## src/hdl/per_row_palette_store_core_defines.svh

```systemverilog
// Assertion macros used by the palette store back end.
`ifndef PER_ROW_PALETTE_STORE_CORE_DEFINES_SVH
`define PER_ROW_PALETTE_STORE_CORE_DEFINES_SVH

// Same-cycle implication, disabled while in reset.
`define PRS_ASSERT_IMP(lbl, clk, rst, ante, cons, msg) \
  lbl: assert property (@(posedge clk) disable iff (rst) (ante) |-> (cons)) \
    else $error(msg);

// Next-cycle implication, disabled while in reset.
`define PRS_ASSERT_NXT(lbl, clk, rst, ante, cons, msg) \
  lbl: assert property (@(posedge clk) disable iff (rst) (ante) |=> (cons)) \
    else $error(msg);

`endif

```

## src/hdl/prs_pkg.sv

```systemverilog
package prs_pkg;

  localparam int ROWS_DEFAULT  = 240;
  localparam int ROW_COLORS    = 16;
  localparam int GLOBAL_BASE   = 16;
  localparam int GBANK_WORDS   = 240;
  localparam int QUEUE_DEPTH   = 2;

  localparam int ROW_W      = 8;
  localparam int IDX_W      = 4;
  localparam int ROW_ADDR_W = ROW_W + IDX_W;
  localparam int GIDX_W     = 8;
  localparam int COLOR_W    = 32;

  localparam logic [COLOR_W-1:0] OPAQUE_BLACK = 32'hFF000000;

  typedef enum logic [2:0] {
    OP_WR_ROW,
    OP_WR_ALL,
    OP_WR_GLOBAL,
    OP_RD_ROW,
    OP_RD_GLOBAL,
    OP_PRESET_ALL,
    OP_PRESET_ROWS,
    OP_CLEAR_DIRTY
  } op_t;

  typedef enum logic [1:0] {
    PRE_RGBI,
    PRE_HOME,
    PRE_GRAY,
    PRE_CUBE
  } preset_t;

  typedef struct packed {
    op_t                op;
    logic [ROW_W-1:0]   row;
    logic [ROW_W-1:0]   last_row;
    logic [GIDX_W-1:0]  color_index;
    logic [COLOR_W-1:0] color;
    preset_t            preset;
  } item_t;

  typedef struct packed {
    logic [COLOR_W-1:0] read_data;
    logic               dirty;
  } result_t;

  // Work classes handed from the front to the back
  typedef enum logic [3:0] {
    K_NONE,
    K_CLEAR,
    K_WR_ROW,
    K_WR_GLOBAL,
    K_RD_ROW,
    K_RD_GLOBAL,
    K_BCAST,
    K_FILL_ROWS,
    K_FILL_CUBE
  } kind_t;

  typedef struct packed {
    kind_t              kind;
    logic [ROW_W-1:0]   first_row;
    logic [ROW_W-1:0]   last_row;
    logic [IDX_W-1:0]   idx;
    logic [GIDX_W-1:0]  gidx;
    logic [COLOR_W-1:0] color;
    preset_t            preset;
  } qcmd_t;

  typedef struct packed {
    logic empty;
    logic full;
  } queue_status_t;

  typedef enum logic [1:0] {
    BS_INIT,
    BS_IDLE,
    BS_READ,
    BS_FILL
  } back_state_t;

  localparam logic [COLOR_W-1:0] RGBI_COLORS [ROW_COLORS] = '{
    32'hFF000000, 32'hFF0000AA, 32'hFF00AA00, 32'hFF00AAAA,
    32'hFFAA0000, 32'hFFAA00AA, 32'hFFAA5500, 32'hFFAAAAAA,
    32'hFF555555, 32'hFF5555FF, 32'hFF55FF55, 32'hFF55FFFF,
    32'hFFFF5555, 32'hFFFF55FF, 32'hFFFFFF55, 32'hFFFFFFFF
  };

  localparam logic [COLOR_W-1:0] HOME_COLORS [ROW_COLORS] = '{
    32'hFF000000, 32'hFFFFFFFF, 32'hFF880000, 32'hFFAAFFEE,
    32'hFFCC44CC, 32'hFF00CC55, 32'hFF0000AA, 32'hFFEEEE77,
    32'hFFDD8855, 32'hFF664400, 32'hFFFF7777, 32'hFF333333,
    32'hFF777777, 32'hFFAAFF66, 32'hFF0088FF, 32'hFFBBBBBB
  };

  function automatic logic [COLOR_W-1:0] preset_color(preset_t p, logic [IDX_W-1:0] k);
    logic [7:0] lvl;
    lvl = {k, k}; // k * 17
    case (p)
      PRE_RGBI: preset_color = RGBI_COLORS[k];
      PRE_HOME: preset_color = HOME_COLORS[k];
      default:  preset_color = OPAQUE_BLACK | {8'h00, lvl, lvl, lvl};
    endcase
  endfunction

  // Cube levels: r*255/5, g*255/7, b*255/4
  function automatic logic [7:0] cube_red(logic [2:0] r);
    case (r)
      3'd0:    cube_red = 8'd0;
      3'd1:    cube_red = 8'd51;
      3'd2:    cube_red = 8'd102;
      3'd3:    cube_red = 8'd153;
      3'd4:    cube_red = 8'd204;
      3'd5:    cube_red = 8'd255;
      default: cube_red = 8'd0;
    endcase
  endfunction

  function automatic logic [7:0] cube_green(logic [2:0] g);
    case (g)
      3'd0:    cube_green = 8'd0;
      3'd1:    cube_green = 8'd36;
      3'd2:    cube_green = 8'd72;
      3'd3:    cube_green = 8'd109;
      3'd4:    cube_green = 8'd145;
      3'd5:    cube_green = 8'd182;
      3'd6:    cube_green = 8'd218;
      default: cube_green = 8'd255;
    endcase
  endfunction

  function automatic logic [7:0] cube_blue(logic [2:0] b);
    case (b)
      3'd0:    cube_blue = 8'd0;
      3'd1:    cube_blue = 8'd63;
      3'd2:    cube_blue = 8'd127;
      3'd3:    cube_blue = 8'd191;
      3'd4:    cube_blue = 8'd255;
      default: cube_blue = 8'd0;
    endcase
  endfunction

endpackage

```

## src/hdl/prs_front.sv

```systemverilog
module prs_front #(
  parameter int ROWS = prs_pkg::ROWS_DEFAULT
) (
  input  logic                   start,
  input  prs_pkg::item_t         cmd,
  input  prs_pkg::queue_status_t qstat,
  input  logic                   initializing,
  output logic                   busy,
  output logic                   push,
  output prs_pkg::qcmd_t         qcmd
);
  import prs_pkg::*;

  localparam logic [ROW_W-1:0]  LAST_ROW = ROW_W'(ROWS - 1);
  localparam logic [GIDX_W-1:0] GBASE    = GIDX_W'(GLOBAL_BASE);
  localparam logic [GIDX_W-1:0] IDX_MAX  = GIDX_W'(ROW_COLORS - 1);

  logic [ROW_W-1:0] wrow;
  logic [ROW_W-1:0] lrow;
  logic [IDX_W-1:0] widx;

  assign busy = qstat.full || initializing;
  assign push = start && !busy;

  always_comb begin
    wrow = (cmd.row > LAST_ROW) ? LAST_ROW : cmd.row;
    lrow = (cmd.last_row > LAST_ROW) ? LAST_ROW : cmd.last_row;
    widx = (cmd.color_index > IDX_MAX) ? IDX_MAX[IDX_W-1:0] : cmd.color_index[IDX_W-1:0];
  end

  always_comb begin
    qcmd           = '0;
    qcmd.kind      = K_NONE;
    qcmd.color     = cmd.color;
    qcmd.preset    = cmd.preset;
    qcmd.first_row = wrow;
    qcmd.last_row  = lrow;
    qcmd.idx       = widx;
    unique case (cmd.op)
      OP_WR_ROW: begin
        qcmd.kind = K_WR_ROW;
      end
      OP_WR_ALL: begin
        qcmd.kind      = K_BCAST;
        qcmd.first_row = '0;
        qcmd.last_row  = LAST_ROW;
      end
      OP_WR_GLOBAL: begin
        qcmd.kind = K_WR_GLOBAL;
        qcmd.gidx = (cmd.color_index < GBASE) ? '0 : cmd.color_index - GBASE;
      end
      OP_RD_ROW: begin
        // out-of-range reads just return zero
        if (cmd.row <= LAST_ROW && cmd.color_index <= IDX_MAX) begin
          qcmd.kind      = K_RD_ROW;
          qcmd.first_row = cmd.row;
          qcmd.idx       = cmd.color_index[IDX_W-1:0];
        end
      end
      OP_RD_GLOBAL: begin
        if (cmd.color_index >= GBASE) begin
          qcmd.kind = K_RD_GLOBAL;
          qcmd.gidx = cmd.color_index - GBASE;
        end
      end
      OP_PRESET_ALL: begin
        qcmd.first_row = '0;
        qcmd.last_row  = LAST_ROW;
        qcmd.kind      = (cmd.preset == PRE_CUBE) ? K_FILL_CUBE : K_FILL_ROWS;
      end
      OP_PRESET_ROWS: begin
        // cube on a row range is a no-op
        if (cmd.preset != PRE_CUBE) begin
          qcmd.kind = K_FILL_ROWS;
          if (wrow > lrow) begin
            qcmd.first_row = lrow;
            qcmd.last_row  = wrow;
          end
        end
      end
      OP_CLEAR_DIRTY: begin
        qcmd.kind = K_CLEAR;
      end
    endcase
  end

endmodule

```

## config.mk

```make
export PLATFORM = sky130hd
export DESIGN_NAME = prs_front
export DESIGN_NICKNAME = d
export VERILOG_FILES = /design/src/hdl/per_row_palette_store_core_defines.svh /design/src/hdl/prs_pkg.sv /design/src/hdl/prs_front.sv
export SDC_FILE = /design/constraint.sdc
export NUM_CORES = 1
export LEC_CHECK = 0
export ABC_AREA = 0
export BUFFER_PORTS_ARGS = -buffer_cell sky130_fd_sc_hd__buf_2
export CAP_MARGIN = 20
export CORE_MARGIN = 5
export CORE_UTILIZATION = 37
export DETAILED_ROUTE_END_ITERATION = 12
export GPL_ROUTABILITY_DRIVEN = 0
export PLACE_DENSITY = 0.86
export SKIP_LAST_GASP = 1
export SYNTH_ARGS = -nofsm -noshare
export SYNTH_HDL_FRONTEND = slang
export SYNTH_SLANG_ARGS = --single-unit
export TNS_END_PERCENT = 100
```

## constraint.sdc

```tcl
create_clock -name vclk -period 2.72
set_input_delay 0.272 -clock vclk [all_inputs]
set_output_delay 0.272 -clock vclk [all_outputs]
set_load 0.02 [all_outputs]
```

==> results of run 1 <==
-- timing repair --
| item | 4_1_cts | 5_1_grt |
|---|---|---|
| hold endpoints to repair | 0 | 0 |
| pin swaps | 8 | 4 |
| endpoints found under the setup margin | 11 | 16 |
| setup buffers | 2 | 0 |
| resized for setup | 18 | 15 |
-- final timing paths --
path,start,endpoint,slack [ns],depth (start not counted)
worst max-delay path,cmd[57],qcmd[47],-0.003,11
worst min-delay path,cmd[18],qcmd[18],0.54,0
-- logic make-up (layout without fill, tap and decap cells) --
logic type | Yosys count | after routing | share of synthesized area [%]
xor+xnor | 4 | 4 | 2.881
buf+inv | 52 | 96 | 28.81
simple gates | 68 | 68 | 27.57
compound gates | 23 | 23 | 15.84
mux | 17 | 17 | 15.74
fa+ha+maj | 9 | 9 | 9.157
-- layout make-up --
cell class	instances	area, um2
fill	302	1533
inverter	9	33.78
multi-input combinational	121	892.1
tap	44	55.05
timing repair buffer	87	589.3
-- stage by stage --
stage	power, W	instance area [um2]	hold WS, ns	cells	setup TNS [ns]
2_1_floorplan	0.0002189	1216	0.6238	173	-0.1325
3_3_place_gp	0.0002406	1435	0.5441	259	-0.2292
3_5_place_dp	0.0002441	1435	0.5441	259	-0.6216
4_1_cts	0.0002611	1528	0.5441	261	-0.01570
5_1_grt	0.0002995	1570	0.5440	261	-0.8479
6_report	0.0002756	1570	0.5440	261	-0.007032
-- metal layers --
| layer | part of all wire [%] | track usage [%] | routed length (um) | vias up |
|---|---|---|---|---|
| li1 | - | - | - | 642 |
| met1 | 37 | 15.88 | 1377 | 590 |
| met2 | 51 | 30.06 | 1912 | 73 |
| met3 | 11 | 4.659 | 407 | 8 |
| met4 | 1.1 | 2.278 | 43 | 0 |
| met5 | 0 | 0 | 0 | - |
-- where the power goes --
group	switching (W)	internal [W]
logic	0.000148	0.000128
clock network	0	0
registers	0	0
total	0.000148	0.000128
-- critical path, delay by kind of cell --
family	cells	cell delay, ns
AND/OR/NAND/NOR	5	1.11
buffers and inverters	3	0.37
multiplexers	1	0.30
adder cells (fa/ha/maj)	1	0.25
AO/OA/AOI/OAI	1	0.15
-- cells in the mapped netlist, types with 4 or more instances --
master    instances  area (um2)
and2_1            5       31.28
mux2i_1          12       120.1
ha_1              8       100.1
buf_4            34       255.2
nand2b_1          7       43.79
nor2_1           20       75.07
mux2_4            4       60.06
clkbuf_1          5       18.77
inv_1             9       33.78
o21ai_0           8       40.04
nand3_1           4       20.02
nand2_1          18       67.56
==> results.cfg, run 1 <==
[placed_design]
pre_cts_ws_ns = -0.09073
numPortBuffers = 68
dp_hpwl_mm = 2.978

[route]
routed_via_density = 5.031
drt_iter0_drc = 109
ant_nets = 0
drc = 0
routedWlPerCell_um = 14.33
drt_wl_total_mm = 3.741
num_vias = 1313
firstDrtPassIters = 4

[timing]
rsz0062_at_grt = true
setup_viol = 3
timing.final.max_slew_violations = 0
fin_ws_ns = -0.003116
worst_slew_pin_slew_ns = 0.5264
timing.fmax_mhz = 367.2
post-route-min-period_ns = 2.723
hold_viol = 0
finalCritPeriodShare_pct = 100.1
relSlewSlack_pct = 64.91

[finish]
seq_cells = 0
antenna_cells = 0
final-seq-area_um2 = 0
final_util_pct = 50.60
nets = 292
final_cell_mix = buf_2, buf_4, nor2_1
area_delta_synth_final_pct = 29.12
nClkBuffers = 0
drive_above_1_share_pct = 49.31
final_common_cell = buf_2

[min_path]
hold_path_class = in -> out

[global_route]
grt_usage_pct = 15.25
grt.overflow.total = 0
grt_max_degree = 16
antenna_found_initial = 0
grt_pass1_wl_mm = 5.547
grt_pass1_vias = 1262

[synth]
seq_area_frac_synth_pct = 0
netlist_area_mm2 = 0.001216
yosysWarnings = 0
avgSynthCellArea_um2 = 7.030
synth_fp_nets = 246
synthCells = 173
yosysUniqueCellTypes = 39

[power]
irDropWorstVdd_uv = 77.93
pwr_density_cell_mw_per_mm2 = 175.5
leakagePower_nw = 0.8807

[floorplan]
die_area_mm2 = 0.004533
core.rowCount = 20
initial_core_util_pct = 39.19
coreArea_mm2 = 0.003103
dieHeight_um = 67.33
io-pin-count = 133
die_w_um = 67.33

[setup_path]
path_class = in -> out
crit_fanout = 6
crit_top_cell = buf_6
crit_arrival_ns = 2.45
worstPathCellList = buf_6 -> nand4_1 -> and2_4 -> ha_4 -> and4_4 -> nand2_2 -> or4_4 -> o211ai_4 -> buf_12 -> mux2_4 -> buf_6
critPathMaxStageDelay_ns = 0.52
critical_path_required_ns = 2.45
crit_path_top_delay_cell = or4_4
startpoint_type = input pin
cp-end-kind = primary output

[cts]
holdBufCountCts = 0

[run_status]
status = complete, but fails checks
violations = setup timing

[job]
cap_viol_max_count = 0
(Power assumes the default switching activity.)
==> inputs of run 2 (changes only) <==
ABC_AREA = 1   (was 0)
CORE_UTILIZATION = 38   (was 37)
PLACE_DENSITY = 0.84   (was 0.86)
==> run 2 against run 1 <==
Effect of this change:
- the flow now finishes without violations
- clock-buffer cell count unchanged
- synthesized area rose by 12%
- routed wire length decreased by 2.1%
- sequential cell count unchanged
- worst hold slack hardly changed
- via count up 19%
- combinational power grew 16%
==> results.cfg, run 2 <==
[finish]
area_delta_synth_final_pct = 15.00
design_area_mm2 = 0.001564
final_common_cell = buf_2
nClkBuffers = 0
layoutNonFillerInstCount = 328
final_cell_mix = buf_2, nand2_1, nand3_1
drive_above_1_share_pct = 37.59
multi_input_area_um2 = 950.9
seq_cells = 0
nets = 357
final-seq-area_um2 = 0
nFillCells = 368
antenna_cells = 0

[timing]
finalSetupTns_ns = 0
worst_slew_pin_slew_ns = 0.5605
timing.fmax_mhz = 396.2
post-route-min-period_ns = 2.524
relSlewSlack_pct = 62.63
rsz0062_at_grt = false
hold_viol = 0
fin_ws_ns = 0.1961
setup_viol = 0
timing.final.max_slew_violations = 0
finalCritPeriodShare_pct = 92.79

[route]
num_vias = 1564
drc = 0
ant_nets = 0
drt_iter0_drc = 62
drt_wl_total_mm = 3.661
routedWlPerCell_um = 11.16
routed_via_density = 4.768
firstDrtPassIters = 4

[floorplan]
die_w_um = 69.83
die_area_mm2 = 0.004876
initial_core_util_pct = 40.13
core.rowCount = 21
io-pin-count = 133
coreArea_mm2 = 0.003390
dieHeight_um = 69.83

[placed_design]
placedCellCount = 327
pre_cts_ws_ns = 0.08407
dp_hpwl_mm = 3.068
dpl_cell_area_mm2 = 0.001536
numPortBuffers = 68

[setup_path]
startpoint_type = input pin
critical_path_required_ns = 2.45
crit_arrival_ns = 2.25
path_class = in -> out
critPathMaxStageDelay_ns = 0.31
crit_top_cell = nand2_2
cp-end-kind = primary output
worstPathCellList = buf_2 -> nand2_2 -> nor2_8 -> buf_4 -> nor2_2 -> inv_1 -> ha_1 -> nand2_2 -> nor2_4 -> nand2_2 -> nand2_2 -> nand2_2 -> nand2_4 -> buf_4 -> nand3_1 -> nand3_1 -> nand2_1 -> buf_2
crit_fanout = 6
crit_path_top_delay_cell = ha_1

[synth]
ys_top_cells_by_area = buf_4, nand2_1, nand3_1
avgSynthCellArea_um2 = 5.551
synthCells = 245
yosys.area.top_type = buf_4
yosysMostFrequentCell = nand2_1
synth_top_area_share_pct = 20.42
synth_fp_nets = 318
yosysWarnings = 0
seq_area_frac_synth_pct = 0
synth_common_cells = nand2_1, buf_4, nand3_1
netlist_area_mm2 = 0.001360
yosysUniqueCellTypes = 29

[global_route]
antenna_found_initial = 0
grt_usage_pct = 13.75
grt_pass1_wl_mm = 5.968
grt_max_degree = 19
grt_pass1_vias = 1393
grt.overflow.total = 0

[power]
irDropWorstVdd_uv = 76.37
pwr_density_cell_mw_per_mm2 = 204.5
leakagePower_nw = 0.9226

[run_status]
status = completed

[min_path]
hold_path_class = in -> out

[job]
cap_viol_max_count = 0
## run 2: cell count changes in the layout (fill, tap and decap cells not counted), sizes merged, moves of 3 or more
| cell | previous run | this run |
|---|---|---|
| nor2 | 20 | 29 |
| nand2b | 7 | 0 |
| and2 | 5 | 0 |
| mux2i | 12 | 0 |
| nand2 | 18 | 70 |
| buf | 87 | 78 |
| inv | 9 | 34 |
| a21oi | 3 | 11 |
| o21ai | 8 | 3 |
| nand3 | 4 | 35 |
| nor2b | 3 | 0 |
| mux2 | 5 | 0 |
| a41oi | 3 | 0 |
## run 2: final cells by class
class                           count  share of cell area [%]
Tap cell                           46                   3.680
Multi-Input combinational cell    170                   60.80
Inverter                           34                   8.160
Timing Repair Buffer               78                   27.36
## run 2: worst paths after layout
| check | startpoint | end | slack, ns | cells past startpoint |
|---|---|---|---|---|
| worst max-delay path | cmd[56] | qcmd[48] | 0.20 | 18 |
| worst min-delay path | cmd[11] | qcmd[11] | 0.54 | 0 |
## run 2: critical path: cells and delay by family
kind | cells | cell delay, ns
buffers and inverters | 5 | 0.68
AND/OR/NAND/NOR | 12 | 0.99
adder cells (fa/ha/maj) | 1 | 0.31
## run 2: per-stage QoR
stage               utilization (%)  hold slack (ns)  total power, W
global route                  46.14           0.5440       0.0003520
detailed placement            45.33           0.5441       0.0003123
global placement              45.33           0.5441       0.0003073
floorplan                         -           0.6238       0.0002811
finish                        46.14           0.5440       0.0003199
CTS                           45.33           0.5441       0.0003135
## run 2: power breakdown
part	switching, W	leakage [nW]	internal, W
clock	0	0	0
sequential	0	0	0
combinational	0.000202	0.923	0.000118
total	0.000202	0.923	0.000118
## run 2: kinds of logic (layout without fill, tap and decap cells)
family	Yosys count	after routing	share of synthesized area [%]
and+or+nand+nor	141	141	50.60
xor gates and xnor gates	2	2	1.288
adders and majority gates	8	8	7.360
buffers and inverters	75	112	31.56
AOI/OAI and AO/OA	19	19	9.200
## run 2: repair_timing
item | CTS | global route
hold buffers | 0 | 0
setup endpoints to repair | 0 | 16
gates resized for setup | 0 | 4
buffers inserted | 0 | 1
endpoints found under the hold margin | 0 | 0
## run 2: routing by layer
metal	GRT usage, %	share of wire (%)	up-vias
met3	2.464	9.5	10
met2	25.92	50	59
li1	-	-	810
met4	2.553	0.98	0
met5	0	0	-
met1	16.04	39	685
