[src/hdl/per_row_palette_store_core_defines.svh]
// Assertion macros used by the palette store back end.
`ifndef PER_ROW_PALETTE_STORE_CORE_DEFINES_SVH
`define PER_ROW_PALETTE_STORE_CORE_DEFINES_SVH

// Same-cycle implication, disabled while in reset.
`define PRS_ASSERT_IMP(lbl, clk, rst, ante, cons, msg) \
  lbl: assert property (@(posedge clk) disable iff (rst) (ante) |-> (cons)) \
    else $error(msg);

// Next-cycle implication, disabled while in reset.
`define PRS_ASSERT_NXT(lbl, clk, rst, ante, cons, msg) \
  lbl: assert property (@(posedge clk) disable iff (rst) (ante) |=> (cons)) \
    else $error(msg);

`endif

[src/hdl/prs_pkg.sv]
package prs_pkg;

  localparam int ROWS_DEFAULT  = 240;
  localparam int ROW_COLORS    = 16;
  localparam int GLOBAL_BASE   = 16;
  localparam int GBANK_WORDS   = 240;
  localparam int QUEUE_DEPTH   = 2;

  localparam int ROW_W      = 8;
  localparam int IDX_W      = 4;
  localparam int ROW_ADDR_W = ROW_W + IDX_W;
  localparam int GIDX_W     = 8;
  localparam int COLOR_W    = 32;

  localparam logic [COLOR_W-1:0] OPAQUE_BLACK = 32'hFF000000;

  typedef enum logic [2:0] {
    OP_WR_ROW,
    OP_WR_ALL,
    OP_WR_GLOBAL,
    OP_RD_ROW,
    OP_RD_GLOBAL,
    OP_PRESET_ALL,
    OP_PRESET_ROWS,
    OP_CLEAR_DIRTY
  } op_t;

  typedef enum logic [1:0] {
    PRE_RGBI,
    PRE_HOME,
    PRE_GRAY,
    PRE_CUBE
  } preset_t;

  typedef struct packed {
    op_t                op;
    logic [ROW_W-1:0]   row;
    logic [ROW_W-1:0]   last_row;
    logic [GIDX_W-1:0]  color_index;
    logic [COLOR_W-1:0] color;
    preset_t            preset;
  } item_t;

  typedef struct packed {
    logic [COLOR_W-1:0] read_data;
    logic               dirty;
  } result_t;

  // Work classes handed from the front to the back
  typedef enum logic [3:0] {
    K_NONE,
    K_CLEAR,
    K_WR_ROW,
    K_WR_GLOBAL,
    K_RD_ROW,
    K_RD_GLOBAL,
    K_BCAST,
    K_FILL_ROWS,
    K_FILL_CUBE
  } kind_t;

  typedef struct packed {
    kind_t              kind;
    logic [ROW_W-1:0]   first_row;
    logic [ROW_W-1:0]   last_row;
    logic [IDX_W-1:0]   idx;
    logic [GIDX_W-1:0]  gidx;
    logic [COLOR_W-1:0] color;
    preset_t            preset;
  } qcmd_t;

  typedef struct packed {
    logic empty;
    logic full;
  } queue_status_t;

  typedef enum logic [1:0] {
    BS_INIT,
    BS_IDLE,
    BS_READ,
    BS_FILL
  } back_state_t;

  localparam logic [COLOR_W-1:0] RGBI_COLORS [ROW_COLORS] = '{
    32'hFF000000, 32'hFF0000AA, 32'hFF00AA00, 32'hFF00AAAA,
    32'hFFAA0000, 32'hFFAA00AA, 32'hFFAA5500, 32'hFFAAAAAA,
    32'hFF555555, 32'hFF5555FF, 32'hFF55FF55, 32'hFF55FFFF,
    32'hFFFF5555, 32'hFFFF55FF, 32'hFFFFFF55, 32'hFFFFFFFF
  };

  localparam logic [COLOR_W-1:0] HOME_COLORS [ROW_COLORS] = '{
    32'hFF000000, 32'hFFFFFFFF, 32'hFF880000, 32'hFFAAFFEE,
    32'hFFCC44CC, 32'hFF00CC55, 32'hFF0000AA, 32'hFFEEEE77,
    32'hFFDD8855, 32'hFF664400, 32'hFFFF7777, 32'hFF333333,
    32'hFF777777, 32'hFFAAFF66, 32'hFF0088FF, 32'hFFBBBBBB
  };

  function automatic logic [COLOR_W-1:0] preset_color(preset_t p, logic [IDX_W-1:0] k);
    logic [7:0] lvl;
    lvl = {k, k}; // k * 17
    case (p)
      PRE_RGBI: preset_color = RGBI_COLORS[k];
      PRE_HOME: preset_color = HOME_COLORS[k];
      default:  preset_color = OPAQUE_BLACK | {8'h00, lvl, lvl, lvl};
    endcase
  endfunction

  // Cube levels: r*255/5, g*255/7, b*255/4
  function automatic logic [7:0] cube_red(logic [2:0] r);
    case (r)
      3'd0:    cube_red = 8'd0;
      3'd1:    cube_red = 8'd51;
      3'd2:    cube_red = 8'd102;
      3'd3:    cube_red = 8'd153;
      3'd4:    cube_red = 8'd204;
      3'd5:    cube_red = 8'd255;
      default: cube_red = 8'd0;
    endcase
  endfunction

  function automatic logic [7:0] cube_green(logic [2:0] g);
    case (g)
      3'd0:    cube_green = 8'd0;
      3'd1:    cube_green = 8'd36;
      3'd2:    cube_green = 8'd72;
      3'd3:    cube_green = 8'd109;
      3'd4:    cube_green = 8'd145;
      3'd5:    cube_green = 8'd182;
      3'd6:    cube_green = 8'd218;
      default: cube_green = 8'd255;
    endcase
  endfunction

  function automatic logic [7:0] cube_blue(logic [2:0] b);
    case (b)
      3'd0:    cube_blue = 8'd0;
      3'd1:    cube_blue = 8'd63;
      3'd2:    cube_blue = 8'd127;
      3'd3:    cube_blue = 8'd191;
      3'd4:    cube_blue = 8'd255;
      default: cube_blue = 8'd0;
    endcase
  endfunction

endpackage

[src/hdl/prs_queue.sv]
module prs_queue (
  input  logic                   clk,
  input  logic                   rst,
  input  logic                   push,
  input  prs_pkg::qcmd_t         push_data,
  input  logic                   pop,
  output prs_pkg::qcmd_t         head,
  output prs_pkg::queue_status_t qstat
);
  import prs_pkg::*;

  localparam int PW = (QUEUE_DEPTH > 1) ? $clog2(QUEUE_DEPTH) : 1;
  localparam int CW = $clog2(QUEUE_DEPTH + 1);
  localparam logic [PW-1:0] LAST_SLOT = PW'(QUEUE_DEPTH - 1);

  qcmd_t         slots [QUEUE_DEPTH];
  logic [PW-1:0] wr_ptr;
  logic [PW-1:0] rd_ptr;
  logic [CW-1:0] count;

  assign head        = slots[rd_ptr];
  assign qstat.empty = (count == '0);
  assign qstat.full  = (count == CW'(QUEUE_DEPTH));

  always_ff @(posedge clk) begin
    if (rst) begin
      wr_ptr <= '0;
      rd_ptr <= '0;
      count  <= '0;
    end else begin
      if (push) begin
        wr_ptr <= (wr_ptr == LAST_SLOT) ? '0 : wr_ptr + 1'b1;
      end
      if (pop) begin
        rd_ptr <= (rd_ptr == LAST_SLOT) ? '0 : rd_ptr + 1'b1;
      end
      if (push && !pop) begin
        count <= count + 1'b1;
      end else if (pop && !push) begin
        count <= count - 1'b1;
      end
    end
  end

  always_ff @(posedge clk) begin
    if (push) begin
      slots[wr_ptr] <= push_data;
    end
  end

endmodule

[config.mk]
export PLATFORM = sky130hd
export DESIGN_NAME = prs_queue
export DESIGN_NICKNAME = d
export VERILOG_FILES = /design/src/hdl/per_row_palette_store_core_defines.svh /design/src/hdl/prs_pkg.sv /design/src/hdl/prs_queue.sv
export SDC_FILE = /design/constraint.sdc
export NUM_CORES = 1
export LEC_CHECK = 0
export BUFFER_PORTS_ARGS = -buffer_cell sky130_fd_sc_hd__buf_4
export CORE_MARGIN = 2
export CORE_UTILIZATION = 45
export CTS_BUF_LIST = sky130_fd_sc_hd__clkbuf_2
export CTS_CLUSTER_DIAMETER = 40
export DETAILED_ROUTE_END_ITERATION = 8
export PLACE_DENSITY = 0.7
export SLEW_MARGIN = 15
export SYNTH_ARGS = -nofsm -noshare
export SYNTH_HDL_FRONTEND = slang
export SYNTH_SLANG_ARGS = --single-unit
[constraint.sdc]
create_clock -name clk -period 4.1 [get_ports clk]
set_input_delay 0.205 -clock clk [delete_from_list [all_inputs] [get_ports clk]]
set_output_delay 0.205 -clock clk [all_outputs]
set_load 0.01 [all_outputs]
==> key figures, run 1 <==
Synthesis
  – Synth cell types: 17
  – Sequential-to-total area share from yosys stat: between 80% and 90%
  – Syn Inst Count: ~230
  – Ys Warns: 0
  – Mapped Area: between 0.004 and 0.005 mm2
  – Average size of a mapped cell: 21.93 um2
  – Synth Register Bits: ~140
  – Syn_nets: roughly 300

Detailed routing
  – Routed len/inst: 15.90 um
  – Initial DRC Count: 125
  – DRC: 0
  – Final WL: around 9.6 mm
  – Routed via count: roughly 2800
  – Vias/cell: 4.740
  – Pre-antenna DRT Iters: 4
  – Final ANT Viol Nets: 0

Placed design
  – Routability Congestion: roughly 0.69
  – DP Area: approximately 0.0061 mm2
  – Setup Slack @ Placement: roughly 1.9 ns
  – Post-DP HPWL: 5.355 mm
  – Port Buffers: between 100 and 150
  – Placed cells: 499

Floorplan
  – Die X: ~110 um
  – Num rows: 38
  – IO Count: ~140
  – Die Y: ~110 um
  – Full die area: 0.01192 mm2
  – Core ar.: between 0.01 and 0.015 mm2
  – Starting Density: 46.12%

Worst setup path
  – Critical path's top delay family: flip-flops
  – Cell chain of the critical path: buf_4 -> mux2_2 -> buf_4
  – Worst Path Buf+Inv: 2
  – Worst path max stage delay: around 0.91 ns
  – Crit-path max FO: 34
  – Critical path class: register to output pin
  – CP arrival: 2.63 ns
  – CP max stage cell: dfxtp_2
  – Data required, critical path: roughly 3.9 ns
  – CP Capture Type: output pin
  – Cell repeated most along the worst path: buf_4
  – Startpoint types: register

Clocking
  – H-Tree Depth: 4
  – CTS max path bufs: 2
  – Sink Count: 137
  – Cts repair resizes: 0
  – CTS tree: built
  – Clock root buffer: clkbuf_2
  – Total CTS buffers: 17
  – Worst-path clk slew: about 0.20 ns
  – Worst-skew pair later-pin latency: between 0.6 and 0.7 ns

Power and ir drop
  – Leak: about 2.7 nW
  – Psw: 0.0006460 W
  – Pwr per Cell Area: 401.1 mW/mm2
  – Worst IR Drop VDD: between 200 and 250 uV
  – Sw Ratio: between 20 and 25%
  – P_int: roughly 0.0022 W
  – Comb power frac: roughly 16%
  – Clock share of power: roughly 26%
  – Sequential power share: about 59%

Hold path
  – HP Class: primary input to register

Final layout
  – # nets final: slightly above 500
  – Layout Cells excl Fill: approximately 600
  – Area grow syn2layout: 41.70%
  – Finished Cell Area: between 0.007 and 0.008 mm2
  – Ant diodes: 0
  – Share of cells above drive strength 1: between 50% and 60%

STA
  – Max Fclk: 352.3 MHz
  – Smallest hold slack: between 0.2 and 0.3 ns
  – Layout Skew: around 0.034 ns
  – Fin. max-slew vios: 0
  – Worst Max-Slew Pin Slew: slightly above 0.9 ns
  – Final worst slack: ~1.3 ns
  – Tmin final: 2.839 ns
  – Final setup TNS: 0 ns
  – RSZ-0062 raised after global routing: no
  – Slew headroom: between 30% and 40%
  – # setup viols final: 0
  – Final hold vios: 0
  – Period utilization: ~69%

GRT
  – GRT Overall Usage: between 10% and 20%
  – Largest net degree at the start of global routing: 67
  – Vias in the first global route: 2966
  – GRT overflow: 0
  – First-pass GRT wire length: ~14 mm
  – Initial antenna violation count: 0

Run
  – Max Cap Violations: 0

Run status
  – Status: finished, final reports clean
-- cells in the mapped netlist --
cell type | instances | area share [%]
a21oi_1 | 1 | 0.10
and2_1 | 1 | 0.13
and2b_2 | 1 | 0.18
buf_2 | 2 | 0.20
buf_4 | 1 | 0.15
buf_6 | 4 | 0.90
dfxtp_1 | 5 | 2.0
edfxtp_1 | 132 | 80
ha_1 | 1 | 0.25
inv_1 | 1 | 0.075
mux2_2 | 66 | 15
nor2_1 | 5 | 0.38
nor2b_1 | 1 | 0.13
o21ai_0 | 1 | 0.10
or3_1 | 1 | 0.13
xnor2_1 | 2 | 0.35
xor2_1 | 2 | 0.35
-- cell type report --
| class | count | area (um2) |
|---|---|---|
| fillers | 759 | 3740 |
| flip-flops and latches | 137 | 4065 |
| inverters | 1 | 3.754 |
| clock buffers | 26 | 130.1 |
| multi-input cells | 82 | 857.1 |
| clock inverters | 6 | 77.57 |
| repair buffers | 209 | 1744 |
| well taps | 140 | 175.2 |
-- repair_timing --
action,4_1_cts,5_1_grt
hold buffers,70,0
endpoints found under the hold margin,137,0
setup buffers,0,0
-- power groups by stage --
stage	clock network, W	logic, W	registers (W)
floorplan	0	0.000198	0.00168
global placement	0	0.000379	0.00169
detailed placement	0	0.000383	0.00170
CTS	0.000751	0.000440	0.00167
global route	0.000819	0.000469	0.00167
finish	0.000726	0.000437	0.00167
-- state kept, by name, summed over array words and instances (netlist names), named ones only --
signal  count
slots     132
count       2
rd_ptr      1
wr_ptr      1
-- through the flow --
stage,total power (W),util (%)
after floorplan,0.001880,-
after global placement,0.002072,56.93
after detailed placement,0.002081,56.93
after CTS,0.002857,65.35
after global routing,0.002963,65.35
final,0.002829,65.35
-- logic make-up (layout without fill, tap and decap cells) --
| logic type | after synthesis | after routing | share of synthesized area (%) |
|---|---|---|---|
| xor+xnor | 4 | 4 | 0.7040 |
| mux | 66 | 66 | 14.93 |
| buf+inv | 8 | 242 | 1.332 |
| flops | 137 | 137 | 81.65 |
| compound gates | 2 | 2 | 0.2009 |
| simple gates | 9 | 9 | 0.9304 |
| fa+ha+maj | 1 | 1 | 0.2513 |
-- worst paths after layout --
check                              startpoint      endpoint  slack (ns)  depth (start not counted)
worst max-delay path                 register       head[1]        1.26                          3
worst min-delay path            push_data[60]  slots[1][60]        0.28                          2
worst min register to register         rd_ptr      register        0.55                          2
worst max register to register         wr_ptr  slots[1][17]        2.44                          1
-- metal layers --
layer	part of all wire [%]	global-route usage, %	vias to the layer above
met4	1.4	6.510	0
met5	0	0	-
met3	6.9	6.276	14
li1	-	-	1334
met1	40	17.66	1393
met2	52	28.57	108
-- cell usage in the layout (no fill, tap or decap) --
cell type	synthesis	final
bufinv_16	0	2
mux2_2	66	66
nor2b_4	0	1
dlygate4sd3_1	0	70
ha_1	1	1
and2_4	0	1
clkbuf_2	0	26
dfxtp_1	5	4
xnor2_1	2	2
clkinv_2	0	2
edfxtp_1	132	132
nor2_1	5	5
inv_1	1	1
o21ai_0	1	1
xor2_1	2	2
dfxtp_2	0	1
a21oi_1	1	1
clkinv_1	0	2
buf_4	1	139
and2b_2	1	1
or3_1	1	1
Power figures use the tool's default switching activity.
==> inputs of run 2 (changes only) <==
Settings changed: PLACE_DENSITY 0.7 to 0.73.
Clock period 4.1 ns to 2.55 ns, I/O delays scaled along.
==> run 2 against run 1 <==
Combinational power is 68% higher. Critical path depth unchanged. Setup slack lost 0.98 ns. Sequential power up 60%. Wire length grew 0.52%. First-iteration DRC count is 19% higher. Sequential share of layout area down 1.3 points. Design area rose by 2.2%. Clock power up 94%. Critical endpoint is now head[42]. Largest cell class unchanged. Highest routed layer unchanged.
==> key figures, run 2 (synthesis gave the netlist of run 1 again) <==
Final layout
  – # nets final: 523 (was 519)
  – Finished Cell Area: 0.007211 mm2 (was 0.007053 mm2)
  – Fin util: 66.81% (was 65.35%)
  – Largest registers: slots: 132 flops, count: 2 flops (unchanged)
  – Max reg flops: 132 (unchanged)
  – Ant diodes: 0 (unchanged)
  – Area grow syn2layout: 44.87% (was 41.70%)
  – Most frequent cells in the layout: 139 x buf_4, 132 x edfxtp_1, 70 x dlygate4sd3_1 (unchanged)
  – Reg with most FFs: slots (unchanged)
  – Share of cells above drive strength 1: 52.69% (was 51.84%)
  – Leading cell type in the layout, fill and taps excluded: buf_4 (unchanged)

Worst setup path
  – Crit-path max FO: 21 (was 34)
  – Data required, critical path: 2.42 ns (was 3.89 ns)
  – Critical path class: register to output pin (unchanged)
  – CP arrival: 2.14 ns (was 2.63 ns)
  – Startpoint types: register (unchanged)
  – Reg2Reg Depth: 2 (was 1)
  – Reg2Reg Capture Point: slots[1][31] (was slots[1][17])
  – Crit path to: head[42] (was head[1])
  – Worst r2r src: wr_ptr (unchanged)
  – R2R setup slack: 0.97 ns (was 2.44 ns)
  – CP Capture Type: output pin (unchanged)

Clocking
  – Total CTS buffers: 17 (unchanged)
  – Worst-path clk slew: 0.23 ns (was 0.20 ns)
  – # hold bufs at CTS: 70 (unchanged)
  – CTS tree: built (unchanged)
  – Sink Count: 137 (unchanged)
  – Worst-skew pair later-pin latency: 0.64 ns (about the same)
  – Clock root buffer: clkbuf_2 (unchanged)
  – CTS max path bufs: 2 (unchanged)
  – Postcts setup bufs: 0 (unchanged)
  – Cts repair resizes: 0 (unchanged)
  – H-Tree Depth: 4 (unchanged)

Detailed routing
  – Routed via count: 2859 (was 2849)
  – Vias/cell: 4.726 (was 4.740)
  – Pre-antenna DRT Iters: 5 (was 4)
  – Final ANT Viol Nets: 0 (unchanged)
  – DRC: 0 (unchanged)
  – Final WL: 9.604 mm (was 9.554 mm)
  – Routed len/inst: 15.87 um (was 15.90 um)
  – Initial DRC Count: 149 (was 125)

Floorplan
  – Num rows: 38 (unchanged)
  – Die X: 109.2 um (unchanged)
  – Core ar.: 0.01079 mm2 (unchanged)
  – Die Y: 109.2 um (unchanged)
  – Full die area: 0.01192 mm2 (unchanged)
  – Starting Density: 46.12% (unchanged)
  – IO Count: 138 (unchanged)

STA
  – Layout Skew: 0.04065 ns (was 0.03401 ns)
  – # setup viols final: 0 (unchanged)
  – Max Fclk: approximately 440 MHz
  – Final hold vios: 0 (unchanged)
  – Final worst slack: 0.2829 ns (was 1.261 ns)
  – Slew headroom: 58.80% (was 37.92%)
  – Final setup TNS: 0 ns (unchanged)
  – RSZ-0062 raised after global routing: no (unchanged)
  – Worst Max-Slew Pin Slew: 0.6167 ns (was 0.9312 ns)
  – Tmin final: between 2 and 2.5 ns
  – Fin. max-slew vios: 0 (unchanged)
  – Period utilization: 88.91%

GRT
  – Initial antenna violation count: 0 (unchanged)
  – First-pass GRT wire length: 14.60 mm (was 14.03 mm)
  – Vias in the first global route: 3018 (was 2966)
  – GRT overflow: 0 (unchanged)
  – GRT Overall Usage: 16.78% (was 16.27%)
  – Largest net degree at the start of global routing: 39 (was 67)

Power and ir drop
  – Worst IR Drop VDD: 519.1 uV (was 212.5 uV)
  – Leak: 2.741 nW (was 2.696 nW)
  – Total power: 0.004809 W (was 0.002829 W)
  – Pwr per Cell Area: 666.9 mW/mm2 (was 401.1 mW/mm2)

Placed design
  – Post-DP HPWL: 5.729 mm (was 5.355 mm)
  – DP Area: 0.006225 mm2 (was 0.006145 mm2)
  – Port Buffers: 137 (unchanged)
  – Routability Congestion: 0.7026 (was 0.6894)
  – Setup Slack @ Placement: 0.9094 ns (was 1.879 ns)

Run
  – Max Cap Violations: 0 (unchanged)

Hold path
  – HP Class: primary input to register (unchanged)
  – Hold path cells: 2 (unchanged)

Run status
  – Status: finished, final reports clean (unchanged)
run 2: changes by cell type in the layout (fill, tap and decap cells not counted), sizes merged:
cell      before  now
clkinv         4    5
clkbuf        26   17
inv            1    3
clkinvlp       0    4
buf          139  143
bufinv         2    4
run 2: worst min path at each step:
stage,startpoint,to
6_report,push_data[54],slots[1][54]
5_1_grt,push_data[54],slots[0][54]
3_3_place_gp,push_data[46],slots[1][46]
2_1_floorplan,rst,count[1]
4_1_cts,push_data[54],slots[0][54]
3_5_place_dp,push_data[37],slots[1][37]
run 2: layout make-up:
cell class | instances | area [um2]
Multi-Input combinational cell | 82 | 857.1
Clock inverter | 15 | 200.2
Sequential cell | 137 | 4065
Clock buffer | 17 | 85.08
Fill cell | 730 | 3582
Inverter | 1 | 3.754
Timing Repair Buffer | 213 | 1824
Tap cell | 140 | 175.2
run 2: worst max-delay path: stages, from the launching register on:
cell     delay [ns]
dfxtp_2        0.73
buf_4          0.30
mux2_2         0.36
buf_4          0.14
run 2: layer usage:
metal | GRT usage, % | up-vias | share of wire [%]
met3 | 6.097 | 14 | 6.3
li1 | - | 1351 | -
met1 | 19.23 | 1384 | 39
met5 | 0 | - | 0
met4 | 6.239 | 0 | 1.6
met2 | 28.84 | 110 | 53
run 2: where the power goes:
group	switching [W]	internal, W	leakage (nW)
Clock	0.000761	0.000646	0.157
Sequential	0.0000483	0.00262	1.28
Combinational	0.000303	0.000431	1.30
Total	0.00111	0.00370	2.74
run 2: stage by stage:
stage                     instances  hold WS (ns)
after global placement          503        0.3126
after floorplan                 227        0.1966
after detailed placement        503        0.3150
after global routing            605       0.05294
after CTS                       605        0.1256
final                           605        0.1902
==> inputs of run 3 (changes only) <==
Settings changed: CORE_ASPECT_RATIO from default to 1.1, SLEW_MARGIN 15 to 20.
==> run 3 against run 2 <==
Design area fell by 1.1%. Global-route usage fell by 0.60 points. Cell count rose by 0.99%. Critical endpoint is now head[11]. Largest power group unchanged.
==> key figures, run 3 (synthesis gave the netlist of run 1 again) <==
STA
  – RSZ-0062 raised after global routing: no (unchanged)
  – Tmin final: 2.295 ns (was 2.267 ns)
  – Final setup TNS: 0 ns (unchanged)
  – Slew headroom: 62.26% (was 58.80%)
  – Layout Skew: 0.01066 ns (was 0.04065 ns)
  – Worst Max-Slew Pin Slew: 0.5662 ns (was 0.6167 ns)
  – Fin. max-slew vios: 0 (unchanged)
  – Period utilization: 90.01% (was 88.91%)
  – Final hold vios: 0 (unchanged)
  – Max Fclk: 435.7 MHz (was 441.1 MHz)
  – # setup viols final: 0 (unchanged)

Detailed routing
  – Final ANT Viol Nets: 0 (unchanged)
  – Final WL: 9.384 mm (was 9.604 mm)
  – Pre-antenna DRT Iters: 4 (was 5)
  – Routed via count: 2793 (was 2859)
  – Routed len/inst: 15.36 um (was 15.87 um)
  – Vias/cell: 4.571 (was 4.726)
  – DRC: 0 (unchanged)
  – Initial DRC Count: 99 (was 149)

Floorplan
  – Num rows: 40 (was 38)
  – Die Y: 114.3 um (was 109.2 um)
  – Full die area: 0.01192 mm2 (about the same)
  – Core ar.: 0.01086 mm2 (was 0.01079 mm2)
  – Die X: 104.3 um (was 109.2 um)
  – IO Count: 138 (unchanged)
  – Starting Density: 45.83% (was 46.12%)

Clocking
  – Total CTS buffers: 17 (unchanged)
  – CTS tree: built (unchanged)
  – Worst-skew pair later-pin latency: 0.62 ns (was 0.64 ns)
  – Clock root buffer: clkbuf_2 (unchanged)
  – CTS max path bufs: 2 (unchanged)
  – Worst-path clk slew: 0.18 ns (was 0.23 ns)
  – H-Tree Depth: 4 (unchanged)
  – Cts repair resizes: 0 (unchanged)
  – Sink Count: 137 (unchanged)

Hold path
  – HP Class: primary input to register (unchanged)

GRT
  – Largest net degree at the start of global routing: 39 (unchanged)
  – Vias in the first global route: 2999 (was 3018)
  – Initial antenna violation count: 0 (unchanged)
  – GRT Overall Usage: 16.17% (was 16.78%)
  – First-pass GRT wire length: 14.52 mm (was 14.60 mm)
  – GRT overflow: 0 (unchanged)

Worst setup path
  – Data required, critical path: 2.42 ns (about the same)
  – CP Capture Type: output pin (unchanged)
  – CP arrival: 2.17 ns (was 2.14 ns)
  – Crit-path max FO: 32 (was 21)
  – Critical path class: register to output pin (unchanged)
  – Startpoint types: register (unchanged)

Final layout
  – Register area: 0.004068 mm2 (was 0.004065 mm2)
  – Most frequent cells in the layout: 141 x buf_4, 132 x edfxtp_1, 70 x dlygate4sd3_1 (was 139 x buf_4, 132 x edfxtp_1, 70 x dlygate4sd3_1)
  – Multi-input logic area: 857.1 um2 (unchanged)
  – Ant diodes: 0 (unchanged)
  – Largest registers: slots: 132 flops, count: 2 flops (unchanged)
  – Reg with most FFs: slots (unchanged)
  – Max reg flops: 132 (unchanged)
  – Share of cells above drive strength 1: 52.16% (was 52.69%)
  – Leading cell type in the layout, fill and taps excluded: buf_4 (unchanged)
  – # nets final: 522 (was 523)
  – Area grow syn2layout: 43.21% (was 44.87%)
  – Fill cells: 760 (was 730)

Power and ir drop
  – Total power: 0.004640 W (was 0.004809 W)
  – Worst IR Drop VDD: 346.5 uV (was 519.1 uV)
  – Leak: 2.724 nW (was 2.741 nW)
  – Pwr per Cell Area: 651.0 mW/mm2 (was 666.9 mW/mm2)

Placed design
  – Routability Congestion: 0.6938 (was 0.7026)
  – Port Buffers: 137 (unchanged)
  – Post-DP HPWL: 5.759 mm (was 5.729 mm)

Run status
  – Status: finished, final reports clean (unchanged)

Run
  – Max Cap Violations: 0 (unchanged)
run 3: cell type report:
class | count | share of cell area [%]
clock inverter | 10 | 1.773
sequential | 137 | 57.07
clock buffer | 22 | 1.545
timing repair buffer | 212 | 24.96
tap | 147 | 2.580
inverter | 1 | 0.05266
multi-input combinational | 82 | 12.02
run 3: final timing paths:
check | from | endpoint | slack, ns | depth (start not counted)
setup / recovery | register | head[11] | 0.25 | 3
hold / removal | push_data[49] | slots[1][49] | 0.21 | 2
setup reg to reg | wr_ptr | slots[1][10] | 0.98 | 2
hold reg to reg | count[1] | count[1] | 0.55 | 2
run 3: worst max-delay path: stages (launching register included):
cell and delay, ns:
dfxtp_4 0.67, buf_4 0.35, mux2_2 0.38, buf_4 0.15
run 3: through the flow:
stage / instance area [um2] / cells / util, % / hold slack (ns) / setup WS (ns)
floorplan: 4980 / 227 / - / 0.1966 / 0.06996
global placement: 6191 / 509 / 57.00 / 0.3130 / 0.8929
detailed placement: 6191 / 509 / 57.00 / 0.3152 / 0.8944
CTS: 7128 / 611 / 65.63 / 0.1222 / 0.1282
global route: 7128 / 611 / 65.63 / 0.09844 / 0.03004
finish: 7128 / 611 / 65.63 / 0.2091 / 0.2548
run 3: repair_timing:
item / in CTS / in global routing
endpoints found under the hold margin: 137 / 0
hold buffers: 70 / 0
buffers inserted: 0 / 0
setup endpoints to repair: 0 / 0
run 3: routing by layer:
metal / wire length, um / up-vias / GRT usage (%) / part of all wire, %
met4: 129 / 0 / 7.117 / 1.4
met5: 0 / - / 0 / 0
met3: 394 / 14 / 5.407 / 4.2
li1: - / 1339 / - / -
met2: 4871 / 96 / 27.58 / 52
met1: 3989 / 1344 / 18.73 / 43
run 3: power by group:
| part | switching (W) | total, W | internal (W) | leakage (nW) |
|---|---|---|---|---|
| sequential | 0.0000560 | 0.00268 | 0.00262 | 1.28 |
| clock | 0.000701 | 0.00126 | 0.000556 | 0.157 |
| combinational | 0.000288 | 0.000707 | 0.000419 | 1.29 |
